File: src/rtl/dvg_pkg.sv
// ----------------------------------------------------------------------------
// dvg_pkg
// Types and codes shared by the decay vertex geometry block.
// ----------------------------------------------------------------------------
package dvg_pkg;

  // item opcodes
  localparam logic [3:0] OP_PV        = 4'd0;
  localparam logic [3:0] OP_LAST_LOAD = 4'd8;
  localparam logic [3:0] OP_EVAL      = 4'd9;

  // result quantity codes
  localparam logic [3:0] Q_DXY      = 4'd0;
  localparam logic [3:0] Q_DXY_ERR  = 4'd1;
  localparam logic [3:0] Q_DZ       = 4'd2;
  localparam logic [3:0] Q_DZ_ERR   = 4'd3;
  localparam logic [3:0] Q_FD       = 4'd4;
  localparam logic [3:0] Q_FD_ERR   = 4'd5;
  localparam logic [3:0] Q_DIRA     = 4'd6;
  localparam logic [3:0] Q_IP_LAST  = 4'd10;
  localparam logic [3:0] Q_NONE     = 4'd11;

  // command kinds after classification
  localparam logic [1:0] K_LOAD      = 2'd0;
  localparam logic [1:0] K_EVAL_PASS = 2'd1;
  localparam logic [1:0] K_EVAL_FAIL = 2'd2;

  // arithmetic unit operations
  localparam logic [1:0] AR_MUL  = 2'd0;
  localparam logic [1:0] AR_DIV  = 2'd1;
  localparam logic [1:0] AR_SQRT = 2'd2;

  typedef struct packed {
    logic [1:0]         kind;
    logic [3:0]         slot;
    logic signed [31:0] x;
    logic signed [31:0] y;
    logic signed [31:0] z;
  } dvg_cmd_t;

  typedef struct packed {
    logic         start;
    logic [1:0]   op;
    logic [127:0] a;
    logic [63:0]  b;
  } dvg_arith_req_t;

  typedef struct packed {
    logic         done;
    logic [127:0] p;
  } dvg_arith_rsp_t;

endpackage

File: src/rtl/dvg_arith.sv
// ----------------------------------------------------------------------------
// dvg_arith
// Shared multi-cycle unit: 64x64 multiply from 32x32 partial products,
// 128/64 restoring divide and 128-bit floor square root.
// ----------------------------------------------------------------------------
module dvg_arith import dvg_pkg::*; (
  input  logic           clk,
  input  logic           rst,
  input  dvg_arith_req_t req,
  output dvg_arith_rsp_t rsp
);

  logic         busy;
  logic [1:0]   op;
  logic [6:0]   cnt;
  logic [63:0]  opa;
  logic [63:0]  opb;
  logic [127:0] acc;
  logic [66:0]  rem;
  logic [127:0] quo;
  logic [63:0]  root;

  logic [31:0]  pa;
  logic [31:0]  pb;
  logic [63:0]  prod;
  logic [1:0]   sh;
  logic [127:0] part;
  logic [64:0]  dsh;
  logic         dge;
  logic [64:0]  ddiff;
  logic [127:0] qn;
  logic [66:0]  ssh;
  logic [66:0]  strial;
  logic         sge;
  logic [66:0]  sdiff;
  logic         fin;

  always_comb begin
    pa     = cnt[1] ? opa[63:32] : opa[31:0];
    pb     = cnt[0] ? opb[63:32] : opb[31:0];
    prod   = pa * pb;
    sh     = {1'b0, cnt[1]} + {1'b0, cnt[0]};
    part   = {64'd0, prod} << {sh, 5'd0};
    dsh    = {rem[63:0], acc[127]};
    dge    = (dsh >= {1'b0, opb});
    ddiff  = dsh - {1'b0, opb};
    qn     = {quo[126:0], dge};
    ssh    = {rem[64:0], acc[127:126]};
    strial = {1'b0, root, 2'b01};
    sge    = (ssh >= strial);
    sdiff  = ssh - strial;
    // last iteration of the running operation
    fin    = busy && !req.start &&
             (((op == AR_MUL) && (cnt == 7'd3)) ||
              ((op == AR_DIV) && (cnt == 7'd127)) ||
              ((op == AR_SQRT) && (cnt == 7'd63)));
  end

  always_ff @(posedge clk) begin
    if (rst) begin
      busy     <= 1'b0;
      rsp.done <= 1'b0;
    end else begin
      rsp.done <= fin;
      if (req.start) begin
        busy <= 1'b1;
        op   <= req.op;
        opa  <= req.a[63:0];
        opb  <= req.b;
        cnt  <= 7'd0;
        rem  <= 67'd0;
        quo  <= 128'd0;
        root <= 64'd0;
        acc  <= (req.op == AR_MUL) ? 128'd0 : req.a;
      end else if (busy) begin
        cnt <= cnt + 7'd1;
        unique case (op)
          AR_MUL: begin
            acc <= acc + part;
            if (cnt == 7'd3) begin
              busy  <= 1'b0;
              rsp.p <= acc + part;
            end
          end
          AR_DIV: begin
            rem <= {3'd0, dge ? ddiff[63:0] : dsh[63:0]};
            quo <= qn;
            acc <= acc << 1;
            if (cnt == 7'd127) begin
              busy  <= 1'b0;
              // quotient saturates to 64 bits
              rsp.p <= {64'd0, (qn[127:64] != 64'd0) ? {64{1'b1}} : qn[63:0]};
            end
          end
          AR_SQRT: begin
            rem  <= sge ? sdiff : ssh;
            root <= {root[62:0], sge};
            acc  <= acc << 2;
            if (cnt == 7'd63) begin
              busy  <= 1'b0;
              rsp.p <= {64'd0, root[62:0], sge};
            end
          end
          default: begin
            busy <= 1'b0;
          end
        endcase
      end
    end
  end

endmodule

File: config.mk
export PLATFORM = sky130hd
export DESIGN_NAME = dvg_arith
export DESIGN_NICKNAME = d
export VERILOG_FILES = /design/src/rtl/dvg_pkg.sv /design/src/rtl/dvg_arith.sv
export SDC_FILE = /design/constraint.sdc
export NUM_CORES = 2
export LEC_CHECK = 0
export ABC_AREA = 0
export BUFFER_PORTS_ARGS = -buffer_cell sky130_fd_sc_hd__buf_4
export CORE_AREA = 2 2 381 420
export DETAILED_ROUTE_END_ITERATION = 10
export DIE_AREA = 0 0 383 422
export GPL_TIMING_DRIVEN = 0
export PLACE_DENSITY_LB_ADDON = 0.3
export SLEW_MARGIN = 5
export SYNTH_ARGS = -nofsm -noshare
export SYNTH_HDL_FRONTEND = slang
export SYNTH_SLANG_ARGS = --single-unit
File: constraint.sdc
create_clock -name clk -period 29.4 [get_ports clk]
set_input_delay 1.47 -clock clk [delete_from_list [all_inputs] [get_ports clk]]
set_output_delay 1.47 -clock clk [all_outputs]
set_load 0.03 [all_outputs]
Yosys cells after proc, flatten, opt, wreduce, memory -nomap -nowiden:

Index checks and enable logic that the tools add are counted.

* word-level logic and storage cells: 80
* bits in registers: 651
* output and inout bits: 129
* input bits: 197

* magnitude comparators: 2
* bitwise gates (word level): 2
* equality and inequality tests: 8
* shift-type cells: 1
* $mul: 1
* muxes and demuxes: 26
* $add $sub $neg: 5
* reductions and logical operators: 24

Operators by type and width (number)
* $mux 128: 6
* $pmux 128 s3: 2
* $mux 64: 4
* $mux 127: 2
* $mux 65: 2
* $pmux 65 s2: 1
* $add 128x128->128: 1
* $shl 64x7->128: 1
* $ge 67x66->1: 1
* $ge 65x64->1: 1
* $sub 65x65->65: 1
* $mul 32x32->64: 1
* $mux 32: 2
* $reduce_bool 64->1: 1
* $sub 64x64->64: 1
* $reduce_and 3->1: 4
* $add 7x1->7 const B: 1
* $eq 7x2->1 const B: 1
* $eq 7x6->1 const B: 1
* $eq 7x7->1 const B: 1
* $mux 7: 1
* $reduce_and 7->1: 1
* $ne 2x1->1 const B: 3
* $reduce_bool 2->1: 3
* 13 further kinds: 26

Longest topological paths before layout:

* depth after elaboration: 7
* depth in mapped cells: 47
* mapped depth without buffers: 43

Worst setup path before layout:

Ideal clock, no wire load.

* path type: input port to flip-flop
* start: input port req[194] (netlist bit)
* end: register rsp[0] (netlist bit) (enable)
* setup slack: 14.259 ns
* arrival: 14.198 ns
* required time: 28.457 ns
* stages: 4
* library setup time: 0.943 ns
* buffers on the path: 3
* cell sequence: clkbuf_1 -> clkbuf_1 -> buf_1 -> nor4_1

* cells in the longest elaborated chain, start to end: 2

RTL lines
* from (decl): line dvg_arith.sv:9 `input dvg_arith_req_t req,`
* $not 1->1 (no source line)
* $reduce_and 7->1 (no source line)
* to (decl): line dvg_arith.sv:10 `output dvg_arith_rsp_t rsp`

No other way between the ends.
A chain may end at the register's enable or synchronous reset.

Worst setup path in the final report:

* start: register cnt[1]
* end: register acc[127] (data pin)

* cells in the longest elaborated chain, start to end: 7
* elaborated cells on any way between the ends: 8
* those cells by class: add/sub: 2; mul: 1; shift: 1; mux: 4

RTL lines
* from (decl): line dvg_arith.sv:15 `logic [6:0] cnt;`
* from (signal assigned): line dvg_arith.sv:76 `cnt <= cnt + 7'd1;`
* $mux 32: line dvg_arith.sv:39 `pa = cnt[1] ? opa[63:32] : opa[31:0];`
* $mul 32x32->64: line dvg_arith.sv:41 `prod = pa * pb;`
* $shl 64x7->128 (*): line dvg_arith.sv:43 `part = {64'd0, prod} << {sh, 5'd0};`
* $add 128x128->128 (*): line dvg_arith.sv:79 `acc <= acc + part;`
* $pmux 128 s3 (*): line dvg_arith.sv:77 `unique case (op)`
* $mux 128 (*): line dvg_arith.sv:75 `end else if (busy) begin`
* $mux 128 (*): line dvg_arith.sv:65 `if (req.start) begin`
* to (signal assigned): line dvg_arith.sv:74 `acc <= (req.op == AR_MUL) ? 128'd0 : req.a;`
* to (signal assigned): line dvg_arith.sv:79
* to (signal assigned): line dvg_arith.sv:88 `acc <= acc << 1;`
* to (decl): line dvg_arith.sv:18 `logic [127:0] acc;`

Every way passes the cells marked *; elsewhere a longest branch is shown, timed or not. The select of a mux whose other input is x is not followed.

==> results.md <==
- Clk_lat worst skew: 740 ps
- Max-slew headroom: -0.0683
- Core area: 0.158 mm^2
- Register area share after synthesis: 0.250
- Final setup vio count: 0
- Worst slew pin tran: 1590 ps
- Initial core utilization: 0.497
- Critical-path top delay cell: clkbuf_1
- Syn_nets: 10345
- Post-CTS Setup Repair Bufs: 0
- Share of cells above drive strength 1: 0.0687
- Worst Path Required: 29890 ps
- CP Depth: 43
- Nets: 10795
- Crit-path max FO: 10
- CP Class: reg -> reg
- Num CTS Buffers: 72
- Area added between synthesis and finish: 10.6%
- Crit end category: flip-flop
- Sequential cell area: 0.0195 mm^2
- Synth area leader: edfxtp_1
- CTS root buffer: clkbuf_16
- Htree depth: 3
- Worst clock skew: 53.3 ps
- CP max stage delay: 920 ps
- Dpl hpwl: 311 mm
- F_max: 59.0 MHz
- Wire per inst: 32.3 um
- RSZ-0062 raised after global routing: false
- Synth cell types: 97
- I/O pin total: 326
- Cell area after synthesis: 0.0783 mm^2
- Worst Path Buf+Inv: 9
- Most frequent cells in the layout: inv_1 (1099), nor2_1 (1096), nand2_1 (949), fa_1 (898), edfxtp_1 (649)
- Setup TNS: 0 ps
- Crit path top cell by count: fa_1
- Final Slew Violations: 50
- Die height: 422 um
- Crit path DAT: 17450 ps
- Gr usage total: 0.449
- Clock buffer depth: 3
- Hold Path Depth: 1
- Synth Register Bits: 651
- Commonest non-fill, non-tap cell in the layout: inv_1
- Top delay family on crit path: compound AO/OA/AOI/OAI gates
- Startpoint class of the critical path: flip-flop
- Post-route DRC: 0
- Min Tclk post-route: 16960 ps
- Primary FF master, synth: edfxtp_1
- Detailed Route Iter0 Violations: 9368
- Syn Area/Cell: 8.97 um^2
- CTS sink count: 651
- Die Width: 383 um
- Row cnt: 153
- Hold buffers post-CTS: 0
- Hold Fails Final Rpt: 0
- Failing checks: max-capacitance violations, max-slew violations
- Initial antenna violation count: 26
- Final RePlAce weighted congestion: 1.12
- Cells after Synth: 8725
- Clock-pin slew on the worst setup and hold paths: 70 ps
- Synth area leaders: edfxtp_1 (25%), fa_1 (23%), ha_1 (8.4%), inv_1 (5.3%), nor2_1 (5.3%)
- Area of the multi-input gates: 0.0528 mm^2
- Total of max-cap violations: 9
- R2R depth: 43
- Total Wirelength: 367 mm
- Syn. warnings: 0
- PortBufs: 325
- Post-synthesis async set-or-reset flop share: 0
- Status: finished with violations
- Synth top area share: 0.249
- Largest net degree at the start of global routing: 37
- Post-DRT Antenna Nets: 0
- First-pass GRT wire length: 514 mm
- Fill cell count: 14693
- Vias: 72322
- CTS tree: built
- Vias per cell: 6.38
- Total Die Area: 0.162 mm^2
- GRT overflow: 0
- Post-CTS resize count: 0
- Crit share post-route: 0.577
- EDFF count, synth: 649
- Pre-antenna DRT Iters: 7
- Worst hold path type: reg -> reg
- Vias in the first global route: 71217
[logic make-up after synthesis]
kind of cell,count (synthesis),share of synthesized area
AND/OR/NAND/NOR,2735,0.152
AO/OA/AOI/OAI,1902,0.159
buffers and inverters,1602,0.0772
adder cells (fa/ha/maj),1423,0.314
flip-flops,651,0.250
XOR/XNOR,298,0.0334
multiplexers,114,0.0153
[state kept, by name (all words and copies together), names as in the netlist]
name / count
op: 2
acc: 128
quo: 127
opa: 64
rem: 65
rsp: 129
root: 64
opb: 64
cnt: 7
busy: 1
[layer usage]
layer	global-route usage	wire, um
met5	0.00329	239
met4	0.339	34700
met3	0.120	42300
met2	0.672	157000
met1	0.553	133000
[Yosys cell counts (23+ instances only)]
library cell     n
o221ai_1        64
nor3_1          64
fa_1           898
a31oi_1        104
a21oi_1        489
nand4_1        116
nor2b_1        165
ha_1           525
o31ai_1         31
edfxtp_1       649
inv_1         1099
o22ai_1         65
buf_1           41
o211ai_1        28
o21ai_0        317
nand2b_1        33
clkbuf_1       441
nor4_1          41
and3_1          33
mux2_2          42
nand3_1         90
o21bai_1        67
o21ai_1         23
a211oi_1       132
xor2_1         126
mux2i_1         72
nor2_1        1099
o21a_1          76
and2_1          57
a21o_1         205
xnor2_1        172
nand2_1        949
a22oi_1        119
[layout make-up]
cell class	count	area share
antenna	12	0.000347
clock buffer	85	0.0214
sequential	651	0.226
buffer	500	0.0220
inverter	1102	0.0478
timing repair buffer	376	0.0365
clock inverter	47	0.00604
multi-input combinational	6472	0.610
tap	2092	0.0302
[worst reg2reg max path: cells and delay by family (launching register included)]
kind,cells,cell delay [ps]
compound gates,13,4870
fa+ha+maj,10,4640
flops,1,460
buf+inv,9,2830
mux,3,1400
simple gates,7,2080
xor+xnor,1,470
[through the flow]
step / instances / hold slack [ps] / worst slack, ps / utilization / cell area (um^2)
final: 11337 / 561 / 12440 / 0.549 / 86600
after global routing: 11325 / 582 / 12640 / 0.549 / 86500
after CTS: 11325 / 564 / 12960 / 0.549 / 86500
after detailed placement: 11193 / 552 / 13000 / 0.534 / 84200
after global placement: 11142 / 538 / 6570 / 0.529 / 83300
after floorplan: 8725 / 486 / 14260 / - / 78300
[final timing paths]
path,startpoint,to,slack [ps]
worst min register to register,quo[78],quo[79],560
worst max register to register,cnt[1],acc[127],12440
worst min-delay path,quo[78],quo[79],560
worst max-delay path,cnt[1],acc[127],12440
Power is not shown: default switching activity piles up to over one toggle a cycle in this logic, so the estimate is an artifact.
