==> config.mk <==
export PLATFORM = sky130hd
export DESIGN_NAME = dvg_queue
export DESIGN_NICKNAME = d
export VERILOG_FILES = /design/src/rtl/dvg_pkg.sv /design/src/rtl/dvg_queue.sv
export SDC_FILE = /design/constraint.sdc
export NUM_CORES = 1
export LEC_CHECK = 0
export ABC_AREA = 0
export BUFFER_PORTS_ARGS = -buffer_cell sky130_fd_sc_hd__buf_2
export CAP_MARGIN = 15
export CORE_MARGIN = 2
export CORE_UTILIZATION = 40
export DETAILED_ROUTE_END_ITERATION = 6
export GPL_ROUTABILITY_DRIVEN = 1
export PLACE_DENSITY = 0.66
export SLEW_MARGIN = 20
export SYNTH_ARGS = -nofsm -noshare
export SYNTH_HDL_FRONTEND = slang
export SYNTH_SLANG_ARGS = --single-unit
==> constraint.sdc <==
create_clock -name clk -period 6.7 [get_ports clk]
set_input_delay 1.34 -clock clk [delete_from_list [all_inputs] [get_ports clk]]
set_output_delay 1.34 -clock clk [all_outputs]
set_load 0.02 [all_outputs]
==> src/rtl/dvg_pkg.sv <==
// ----------------------------------------------------------------------------
// dvg_pkg
// Types and codes shared by the decay vertex geometry block.
// ----------------------------------------------------------------------------
package dvg_pkg;

  // item opcodes
  localparam logic [3:0] OP_PV        = 4'd0;
  localparam logic [3:0] OP_LAST_LOAD = 4'd8;
  localparam logic [3:0] OP_EVAL      = 4'd9;

  // result quantity codes
  localparam logic [3:0] Q_DXY      = 4'd0;
  localparam logic [3:0] Q_DXY_ERR  = 4'd1;
  localparam logic [3:0] Q_DZ       = 4'd2;
  localparam logic [3:0] Q_DZ_ERR   = 4'd3;
  localparam logic [3:0] Q_FD       = 4'd4;
  localparam logic [3:0] Q_FD_ERR   = 4'd5;
  localparam logic [3:0] Q_DIRA     = 4'd6;
  localparam logic [3:0] Q_IP_LAST  = 4'd10;
  localparam logic [3:0] Q_NONE     = 4'd11;

  // command kinds after classification
  localparam logic [1:0] K_LOAD      = 2'd0;
  localparam logic [1:0] K_EVAL_PASS = 2'd1;
  localparam logic [1:0] K_EVAL_FAIL = 2'd2;

  // arithmetic unit operations
  localparam logic [1:0] AR_MUL  = 2'd0;
  localparam logic [1:0] AR_DIV  = 2'd1;
  localparam logic [1:0] AR_SQRT = 2'd2;

  typedef struct packed {
    logic [1:0]         kind;
    logic [3:0]         slot;
    logic signed [31:0] x;
    logic signed [31:0] y;
    logic signed [31:0] z;
  } dvg_cmd_t;

  typedef struct packed {
    logic         start;
    logic [1:0]   op;
    logic [127:0] a;
    logic [63:0]  b;
  } dvg_arith_req_t;

  typedef struct packed {
    logic         done;
    logic [127:0] p;
  } dvg_arith_rsp_t;

endpackage

==> src/rtl/dvg_queue.sv <==
// ----------------------------------------------------------------------------
// dvg_queue
// Two-entry command queue between front and back.
// ----------------------------------------------------------------------------
module dvg_queue import dvg_pkg::*; (
  input  logic     clk,
  input  logic     rst,
  input  logic     push,
  input  dvg_cmd_t push_data,
  output logic     full,
  input  logic     pop,
  output dvg_cmd_t pop_data,
  output logic     empty
);

  dvg_cmd_t   entries [2];
  logic       wr_ptr;
  logic       rd_ptr;
  logic [1:0] count;

  assign full     = (count == 2'd2);
  assign empty    = (count == 2'd0);
  assign pop_data = entries[rd_ptr];

  always_ff @(posedge clk) begin
    if (rst) begin
      wr_ptr <= 1'b0;
      rd_ptr <= 1'b0;
      count  <= 2'd0;
    end else begin
      if (push) begin
        wr_ptr <= !wr_ptr;
      end
      if (pop) begin
        rd_ptr <= !rd_ptr;
      end
      count <= count + {1'b0, push} - {1'b0, pop};
    end
  end

  always_ff @(posedge clk) begin
    if (push) begin
      entries[wr_ptr] <= push_data;
    end
  end

endmodule

Word-level counts from Yosys, hierarchy flattened
Memory sizes are Yosys's and may differ from the RTL's. A register that Yosys moved wholly into a read port is not among the register bits. Index checks and enable logic that the tools add are counted.

Logic and storage cells: 14. Bits in latches: 0. RAM bits: 204. Output and inout bits: 104. Memory bits (read-only): 0. Memories kept: 1. Bits in registers: 4. Bits of input ports: 106.

Memory list: entries (depth 2, bits a word 102, rd ports 1, clocked after memory_dff 1, write ports 1, RTL line dvg_queue.sv:16) `dvg_cmd_t entries [2];`.

Multiplexer cells: 4. Add/sub/neg operators: 2. Reductions and logical operators: 3. Div/mod/pow operators: 0. Shift operators: 0. Equality and inequality tests: 1. Order comparisons: 0. Multipliers: 0. Bitwise gates (word level): 0.

Operator list (number): $mux W1 (4); $add A2 B1 Y2 (1); $eq A2 B2 Y1 const B (1); $logic_not A1 Y1 (2); $logic_not A2 Y1 (1); $sub A2 B1 Y2 (1).

Depth between registers and ports, before layout
Gate-level depths: netlist of run 1.

Depth after elaboration: 3. Mapped depth: 6. Gate-level depth less buffers: 6.

Least setup slack after synthesis of run 1
No wires, ideal clock.

Kind: input port to flip-flop. Start: in push. End: mem entries[0][0] in the netlist's numbering (enable). Cell stages on the path: 1. Arrival: 5.778 ns. Setup slack: 0.346 ns. Cell sequence: nor2b_1.

Cells in the longest elaborated chain, start to end: 2.

RTL lines: start: declaration (RTL line dvg_queue.sv:8) `input logic push,`; $mux W1 (RTL line dvg_queue.sv:42) `if (push) begin`; $mux W1 (not written as such) (RTL line dvg_queue.sv:43) `entries[wr_ptr] <= push_data;`; end: declaration (RTL line dvg_queue.sv:16).

No other way between the ends.

==> results of run 1 <==
==> registers in the layout, summed over array words and instances (netlist names), named ones only <==
signal	cells
entries	204
count	2
rd_ptr	1
wr_ptr	1
==> final cells by class <==
type / instances / area, sq um
Clock buffer: 23 / 533.0
Clock inverter: 14 / 92.59
Fill cell: 1642 / 9553
Inverter: 2 / 7.507
Multi-Input combinational cell: 116 / 1568
Sequential cell: 209 / 6230
Tap cell: 265 / 331.6
Timing Repair Buffer: 214 / 1084
==> worst reg2reg max path, cell delays in order (launching register included) <==
cell and delay, ps:
dfxtp_1 410, and2_4 630, buf_4 760
==> kinds of logic (layout without fill, tap and decap cells) <==
group / Yosys count / count (layout) / share of synthesized area (%)
XOR/XNOR: 3 / 3 / 0.5069
adder cells (fa/ha/maj): 2 / 2 / 0.3168
buffers and inverters: 13 / 253 / 1.457
flip-flops: 209 / 209 / 78.82
multiplexers: 102 / 102 / 18.34
AND/OR/NAND/NOR: 9 / 9 / 0.5545
==> cells in the mapped netlist <==
cell      instances  area share, %
and2_1            1          0.079
edfxtp_1        204             78
nor2b_1           3           0.24
buf_4             1          0.095
mux2_2           22            3.1
ha_1              2           0.32
xnor3_1           1           0.29
dfxtp_1           5            1.3
xnor2_1           2           0.22
buf_6             8            1.1
buf_2             2           0.13
nor2_1            5           0.24
inv_1             2          0.095
mux2_4           80             15
==> worst min path at each step <==
stage          startpoint   endpoint
2_1_floorplan      rd_ptr  flip-flop
5_1_grt            rd_ptr     rd_ptr
3_3_place_gp       rd_ptr     rd_ptr
3_5_place_dp       rd_ptr     rd_ptr
6_report           rd_ptr     rd_ptr
4_1_cts            rd_ptr     rd_ptr
==> layer usage <==
layer  GRT usage, %  vias up  wire [um]
met5              0        -         13
met4          3.628        2        240
met3          4.735       25       1363
met2          22.10      151       6721
met1          14.65     1864       5480
li1               -     1786          -
==> power by group through the flow <==
stage                     clock, mW  combinational (mW)  sequential [mW]
final                          1.06               0.407             1.55
after global routing           1.14               0.436             1.56
after CTS                      1.09               0.414             1.55
after detailed placement          0               0.413             1.58
after global placement            0               0.405             1.58
after floorplan                   0               0.286             1.58
==> run metrics, run 1 <==
status finished, final reports clean; Antenna diodes 0; Final Hold Viols 0; DR WL/cell about 16 um; Detailed Route Iter0 Violations 131; # DRC 0; total leakage power about 3.9 nW; Critical Path Start Type flip-flop; commonest non-fill, non-tap cell in the layout buf_2; Sw Pwr roughly 700 uW; nets approximately 670; Hold Path Cell Cnt 2; Post-Place Worst Slack between 3000 and 4000 ps; Mapped Area between 7000 and 8000 sq um; Max clock buf depth 3; clk_skew approximately 7.8 ps; Final setup viols 0; R2R depth 2; Max transition margin between 40% and 50%; Max stage delay cell, worst path buf_4; setup bufs post-CTS 0; IO Count 210; number of global-route vias before repair approximately 4000; Crit path largest cell delay about 650 ps; DP Area 9220 sq um; most frequent cells in the layout buf_2 (209), edfxtp_1 (204), mux2_4 (80); Crit path depth 3; share of the yosys chip area belonging to registers about 80%; site row count 51; core area ~19000 sq um; Cells after Synth ~340; Data required, critical path ~5400 ps; Num Clock Sinks 209; crit path time final approximately 3600 ps; Yosys Warn Count 0; clock transition at the registers of the reported paths around 60 ps; worst min path class flip-flop to flip-flop; Clock Tree Root clkbuf_16; worst r2r dst entries[1][39]; Via Count roughly 3800; average size of a mapped cell 23.37 sq um; Fin Setup TNS 0 ps; placed cells roughly 800; post_cts resized 0; global-route congestion overflow total 0; Net Sw Frac about 23%; Hold-fix buffers, CTS 0; largest net degree at the start of global routing 55; register-to-register setup slack ~4500 ps; buffer and inverter count on the worst path 2; TritonCTS clock tree done; worst-skew pair later-pin latency 480 ps; layout cells sized above 1 between 60% and 70%; CP max FO 43; final worst setup slack between 3000 and 4000 ps; Setup crit end kind output port; design area around 9800 sq um; Yosys reg bits 209; Min Hold Slack ~530 ps; max-cap violations 0; sequential share of power between 50 and 60%; die area ~21000 sq um; die width between 100 and 150 um; Final ANT Viol Nets 0; post-synth cell types 14; DRT Pass-1 Iters 4; CP cell instances buf_4 > mux2_2 > buf_2; clock power share 35.0%; CP Capture Point pop_data[0]; area delta synth->final 24.65%; starting density of the core approximately two fifths; Core Util, Final 50.75%; Internal Power around 2.3 mW; CP top delay family buffers and inverters; dpl hpwl between 9000 and 10000 um; htree depth 1; Total Wirelength 13820 um; Comb pwr share 13.5%; fin crit share a little over half; final cell count without fillers around 840; Peak VDD IR 0.0001970 V; P per Cell Area slightly above 300 nW/um^2; Worst EP arrival around 2300 ps; routability congestion estimate approximately 0.72; fmax 0.2782 GHz; first-pass GRT wire length between 20000 and 25000 um; syn nets around 450; GRT Resource Usage Total 12.67%; final-report max-slew violation count 0; RSZ-0062 raised after global routing no; Die Ht between 100 and 150 um; final total power about 3 mW; total CTS buffers 21; number of port buffers approximately 210; Crit Path Class flip-flop to output port; Crit Reg-Reg Startpoint wr_ptr; antenna violations before repair 1; vias per cell ~4.5; Slew @ Worst Pin a little under 800 ps
Note: power is estimated with default switching activity, not from simulation.
==> run 2: changes to the inputs <==
--- a/config.mk
+++ b/config.mk
@@ -12,7 +12,6 @@
 export CORE_UTILIZATION = 40
 export DETAILED_ROUTE_END_ITERATION = 6
 export GPL_ROUTABILITY_DRIVEN = 1
-export PLACE_DENSITY = 0.66
 export SLEW_MARGIN = 20
 export SYNTH_ARGS = -nofsm -noshare
 export SYNTH_HDL_FRONTEND = slang
==> constraint.sdc (replaced) <==
create_clock -name clk -period 3.59 [get_ports clk]
set_input_delay 0.718 -clock clk [delete_from_list [all_inputs] [get_ports clk]]
set_output_delay 0.718 -clock clk [all_outputs]
set_load 0.02 [all_outputs]
==> run 2 against run 1 <==
Net effect: first-iteration DRC count down 5.3%; final cell count up 0.59%; register-to-register slack worse by 2600 ps; total power up 89%; critical path type unchanged.
==> run metrics, run 2 (same netlist as run 1, synthesis figures left out) <==
status finished, final reports clean (unchanged); Crit Path Class flip-flop to output port (unchanged); clock transition at the registers of the reported paths 60 ps (about the same); Max transition margin 50.89% (was 48.07%); htree depth 1 (unchanged); Comb pwr share 13.5% (about the same); Clock Tree Root clkbuf_16 (unchanged); area delta synth->final 25.61% (was 24.65%); Max clock buf depth 3 (unchanged); Hold-fix buffers, CTS 0 (unchanged); Data required, critical path 2870 ps (was 5360 ps); clock power share 35.8% (was 35.0%); die width 144.5 um (unchanged); final worst setup slack 1127 ps (was 3105 ps); max-cap violations 0 (unchanged); crit path time final roughly 2500 ps; routability congestion estimate 0.6518 (was 0.7223); antenna violations before repair 2 (was 1); number of port buffers 209 (unchanged); Via Count 3873 (was 3828); site row count 51 (unchanged); global-route congestion overflow total 0 (unchanged); setup bufs post-CTS 0 (unchanged); Sw Pwr 1.329 mW (was 694.0 uW); Min Hold Slack 411.6 ps (was 529.8 ps); worst min path class input pin to flip-flop (was flip-flop to flip-flop); die area 20890 sq um (unchanged); total CTS buffers 22 (was 21); Critical Path Start Type flip-flop (unchanged); Slew @ Worst Pin 736.6 ps (was 778.9 ps); Num Clock Sinks 209 (unchanged); sequential share of power 50.7% (was 51.5%); Final ANT Viol Nets 0 (unchanged); Fin Setup TNS 0 ps (unchanged); Total Wirelength 14180 um (was 13820 um); DR WL/cell 16.73 um (was 16.39 um); vias per cell 4.567 (was 4.541); most frequent cells in the layout buf_2 (209), edfxtp_1 (204), mux2_4 (80) (unchanged); Final setup viols 0 (unchanged); DRT Pass-1 Iters 4 (unchanged); clk_skew 8.292 ps (was 7.833 ps); Post-Place Worst Slack 1472 ps (was 3386 ps); number of global-route vias before repair 4087 (was 4057); core area 19400 sq um (unchanged); commonest non-fill, non-tap cell in the layout buf_2 (unchanged); fmax between 0.4 and 0.5 GHz; Largest Register entries (unchanged); Internal Power 4.372 mW (was 2.319 mW); layout cells sized above 1 59.62% (was 60.55%); CP max FO 50 (was 43); Final Hold Viols 0 (unchanged); dpl hpwl 9484 um (was 9348 um); first-pass GRT wire length 20920 um (was 20330 um); final-report max-slew violation count 0 (unchanged); Peak VDD IR 0.0003316 V (was 0.0001970 V); Max stage delay cell, worst path mux2_2 (was buf_4); fin crit share between 60% and 70%; top flop regs entries: 204 flops, count: 2 flops (unchanged); max reg flops 204 (unchanged); Detailed Route Iter0 Violations 124 (was 131); total leakage power 3.881 nW (was 3.866 nW); Die Ht 144.5 um (unchanged); Core Util, Final 51.15% (was 50.75%); GRT Resource Usage Total 12.98% (was 12.67%); post_cts resized 0 (unchanged); buffer and inverter count on the worst path 2 (unchanged); starting density of the core 40.72% (unchanged); # DRC 0 (unchanged); CP cell instances buf_12 > mux2_2 > buf_2 (was buf_4 > mux2_2 > buf_2); IO Count 210 (unchanged); Crit path largest cell delay 400 ps (was 650 ps); largest net degree at the start of global routing 54 (was 55); CP top delay family buffers and inverters (unchanged); worst-skew pair later-pin latency 490 ps (was 480 ps); TritonCTS clock tree done (unchanged); RSZ-0062 raised after global routing no (unchanged); nets 674 (was 672); Setup crit end kind output port (unchanged); Worst EP arrival 1750 ps (was 2250 ps); Net Sw Frac 23.31% (was 23.03%); P per Cell Area 574.6 nW/um^2 (was 306.1 nW/um^2)
-- run 2: cell count changes in the layout (fill, tap and decap cells not counted), sizes merged --
cell	previous run	this run
bufinv	1	0
buf	214	215
clkinv	12	8
clkbuf	23	31
diode	0	1
-- run 2: layer usage --
layer	share of wire [%]	track usage, %
met4	2.5	4.446
met3	9.1	4.834
met2	49	21.90
met5	0.092	0
met1	39	15.34
-- run 2: layout make-up --
| class | count | area, sq um |
|---|---|---|
| fill | 1658 | 9477 |
| sequential | 209 | 6230 |
| multi-input combinational | 116 | 1568 |
| timing repair buffer | 215 | 1129 |
| clock buffer | 31 | 605.6 |
| tap | 265 | 331.6 |
| clock inverter | 9 | 48.80 |
| inverter | 2 | 7.507 |
| antenna | 1 | 2.502 |
-- run 2: path summary, 6_finish.rpt --
check                     start             end  slack (ps)  depth (start not counted)
setup / recovery      flip-flop   pop_data[101]        1130                          3
hold / removal    push_data[73]  entries[1][73]         410                          1
setup reg to reg         wr_ptr  entries[1][80]        1900                          2
hold reg to reg          rd_ptr       flip-flop         520                          2
-- run 2: stage by stage --
stage | total power, mW | area [sq um] | cells
finish | 5.701 | 9922 | 848
global route | 5.941 | 9920 | 847
CTS | 5.795 | 9920 | 847
detailed placement | 3.729 | 9265 | 807
global placement | 3.709 | 9265 | 807
floorplan | 3.471 | 7906 | 338
-- run 2: worst reg2reg max path: cells and delay by family, from the launching register on --
kind,cells,cell delay (ps)
flip-flops,1,420
buffers and inverters,1,490
AND/OR/NAND/NOR,1,410
-- run 2: power by group through the flow --
stage / clock network (mW) / logic (mW) / registers [mW]
finish: 2.04 / 0.772 / 2.89
global route: 2.21 / 0.829 / 2.90
CTS: 2.11 / 0.789 / 2.89
detailed placement: 0 / 0.786 / 2.94
global placement: 0 / 0.777 / 2.93
floorplan: 0 / 0.534 / 2.94
==> run 3: changes to the inputs <==
--- a/config.mk
+++ b/config.mk
@@ -5,13 +5,14 @@
 export SDC_FILE = /design/constraint.sdc
 export NUM_CORES = 1
 export LEC_CHECK = 0
-export ABC_AREA = 0
+export ABC_AREA = 1
 export BUFFER_PORTS_ARGS = -buffer_cell sky130_fd_sc_hd__buf_2
 export CAP_MARGIN = 15
 export CORE_MARGIN = 2
 export CORE_UTILIZATION = 40
 export DETAILED_ROUTE_END_ITERATION = 6
 export GPL_ROUTABILITY_DRIVEN = 1
+export PLACE_DENSITY = 0.66
 export SLEW_MARGIN = 20
 export SYNTH_ARGS = -nofsm -noshare
 export SYNTH_HDL_FRONTEND = slang
==> constraint.sdc (replaced) <==
create_clock -name clk -period 2.2 [get_ports clk]
set_input_delay 0.44 -clock clk [delete_from_list [all_inputs] [get_ports clk]]
set_output_delay 0.44 -clock clk [all_outputs]
set_load 0.02 [all_outputs]
==> run 3 against run 2 <==
Net effect: total power rose by 63%; critical path depth stayed put; setup slack worse by 1100 ps; register-to-register slack lost 1100 ps; via count is 1.5% higher; sequential share of layout area decreased by 0.73 points; flip-flop and latch count stayed put.
==> run metrics, run 3 <==
final-report max-slew violation count 0 (unchanged); total CTS buffers 22 (unchanged); antenna violations before repair 2 (unchanged); Crit path largest cell delay 410 ps (was 400 ps); design area 10040 sq um (was 9922 sq um); Max clock buf depth 3 (unchanged); Data required, critical path 1760 ps (was 2870 ps); Final setup viols 0 (unchanged); commonest non-fill, non-tap cell in the layout buf_2 (unchanged); Final Hold Viols 0 (unchanged); routability congestion estimate 0.7126 (was 0.6518); Setup crit end kind output port (unchanged); crit path time final between 2000 and 2500 ps; Clock Tree Root clkbuf_16 (unchanged); first-pass GRT wire length 20830 um (was 20920 um); Max stage delay cell, worst path dfxtp_4 (was mux2_2); top flop regs entries: 204 flops, count: 2 flops (unchanged); Num Clock Sinks 209 (unchanged); core area 19400 sq um (unchanged); Final ANT Viol Nets 0 (unchanged); total leakage power 3.952 nW (was 3.881 nW); number of port buffers 209 (unchanged); final worst setup slack 61.86 ps (was 1127 ps); Peak VDD IR 0.0006960 V (was 0.0003316 V); starting density of the core 40.76% (was 40.72%); largest net degree at the start of global routing 67 (was 54); vias per cell 4.587 (was 4.567); Post-synth EDFFs 204 (unchanged); most instantiated cells after synthesis edfxtp_1 (204), mux2_4 (80), mux2_2 (22) (was edfxtp_1 (204), mux2_4 (80), mux2_2 (22), buf_6 (8)); Total Wirelength 14310 um (was 14180 um); DR WL/cell 16.70 um (was 16.73 um); IO Count 210 (unchanged); Yosys reg bits 209 (unchanged); Crit Reg-Reg Startpoint wr_ptr (unchanged); share of the yosys chip area belonging to registers 78.75% (was 78.82%); dpl hpwl 9623 um (was 9484 um); fin crit share 97.19%; Mapped Area 7906 sq um (was 7899 sq um); max-cap violations 0 (unchanged); die area 20910 sq um (was 20890 sq um); TritonCTS clock tree done (unchanged); ys async rst share 0% (unchanged); met1 WL 5664 um (was 5587 um); Via Count 3931 (was 3873); Critical Path Start Type flip-flop (unchanged); most frequent cells in the layout buf_2 (209), edfxtp_1 (204), mux2_4 (80) (unchanged); # DRC 0 (unchanged); Die Ht 144.6 um (was 144.5 um); clk_skew 17.02 ps (was 8.292 ps); Yosys Warn Count 0 (unchanged); die width 144.6 um (was 144.5 um); WL met3 1244 um (was 1291 um); site row count 51 (unchanged); CP cell instances buf_12 > mux2_4 > buf_2 (was buf_12 > mux2_2 > buf_2); post-synth cell types 15 (was 14); Post-Place Worst Slack 370.6 ps (was 1472 ps); number of global-route vias before repair 4022 (was 4087); DRT Pass-1 Iters 4 (unchanged); Max transition margin 64.69% (was 50.89%); final total power 9.316 mW (was 5.701 mW); Worst EP arrival 1700 ps (was 1750 ps); RSZ-0062 raised after global routing yes (was no); Detailed Route Iter0 Violations 263 (was 124); Synth top area share 77.48% (was 77.55%); max reg flops 204 (unchanged); clock transition at the registers of the reported paths 60 ps (about the same); Slew @ Worst Pin 529.6 ps (was 736.6 ps); DR top layer met5 (unchanged); P per Cell Area 928.0 nW/um^2 (was 574.6 nW/um^2); Crit Path Class flip-flop to output port (unchanged); most frequent cell after synthesis edfxtp_1 (unchanged); CP max FO 34 (was 50); worst min path class input pin to flip-flop (unchanged); CP top delay family buffers and inverters (unchanged); largest cells by area after synthesis edfxtp_1 (77%), mux2_4 (15%), mux2_2 (3.1%) (was edfxtp_1 (78%), mux2_4 (15%), mux2_2 (3.1%)); routed wl met2 7145 um (was 6934 um); HP Start push_data[86] (was push_data[73]); Core Util, Final 51.75% (was 51.15%); GRT Resource Usage Total 13.02% (was 12.98%); DP Area 9339 sq um (was 9265 sq um); layout cells sized above 1 60.07% (was 59.62%); top cell type by total area after synthesis edfxtp_1 (unchanged); buffer and inverter count on the worst path 2 (unchanged); global-route congestion overflow total 0 (unchanged); status finished, final reports clean (unchanged); area delta synth->final 26.97% (was 25.61%); fill count 1633 (was 1658); Fin Setup TNS 0 ps (unchanged); Largest Register entries (unchanged); Cells after Synth 348 (was 338); average size of a mapped cell 22.72 sq um (was 23.37 sq um); nets 686 (was 674); top_reg_cell synth edfxtp_1 (unchanged); fmax around 0.47 GHz; worst-skew pair later-pin latency 490 ps (about the same); syn nets 456 (was 446); htree depth 1 (unchanged)
==> run 3: kinds of logic after synthesis <==
logic type / Yosys count / synth area share (%)
AO/OA/AOI/OAI: 1 / 0.06324
multiplexers: 102 / 18.33
adder cells (fa/ha/maj): 2 / 0.3165
flip-flops: 209 / 78.75
AND/OR/NAND/NOR: 14 / 0.6962
buffers and inverters: 19 / 1.741
XOR/XNOR: 1 / 0.1108
==> run 3: routing by layer <==
| metal | GRT usage [%] | vias to the layer above |
|---|---|---|
| met5 | 0 | - |
| met4 | 4.343 | 2 |
| met3 | 4.503 | 23 |
| met2 | 22.05 | 144 |
| met1 | 15.62 | 1938 |
| li1 | - | 1824 |
==> run 3: worst paths after layout <==
path	end	slack, ps	cells after the start
setup / recovery	pop_data[76]	60	3
hold / removal	entries[0][86]	130	1
hold reg to reg	flip-flop	520	2
setup reg to reg	entries[1][79]	770	3
==> run 3: layout make-up <==
| cell class | instances | area [sq um] | share of cell area, % |
|---|---|---|---|
| flip-flops and latches | 209 | 6230 | 62.06 |
| well taps | 265 | 331.6 | 3.303 |
| clock buffers | 33 | 663.1 | 6.606 |
| multi-input cells | 120 | 1558 | 15.52 |
| repair buffers | 217 | 1185 | 11.80 |
| clock inverters | 4 | 22.52 | 0.2244 |
| diodes | 1 | 2.502 | 0.02493 |
| inverters | 8 | 46.29 | 0.4612 |
==> run 3: what timing repair did <==
action                                  4_1_cts  5_1_grt
hold buffers                                  0        0
endpoints found under the setup margin       88        5
gates resized for setup                       0        1
setup buffers                                 1        0
cloned                                        0        0
==> run 3: worst reg2reg max path, cell delays in order (launching register included) <==
cell	delay, ps
dfxtp_1	430
nand2_4	70
clkinvlp_4	90
buf_4	460
==> run 3: metrics by stage <==
step / instances / hold slack (ps)
3_3_place_gp: 818 / 499.9
4_1_cts: 856 / 110.5
6_report: 857 / 134.1
3_5_place_dp: 818 / 508.1
5_1_grt: 856 / 113.0
2_1_floorplan: 348 / 479.9
==> run 3: power breakdown <==
part           internal, mW  leakage (nW)  switching [mW]
Sequential             4.61          1.96          0.0590
Clock                  2.07         0.339            1.38
Combinational         0.539          1.66           0.656
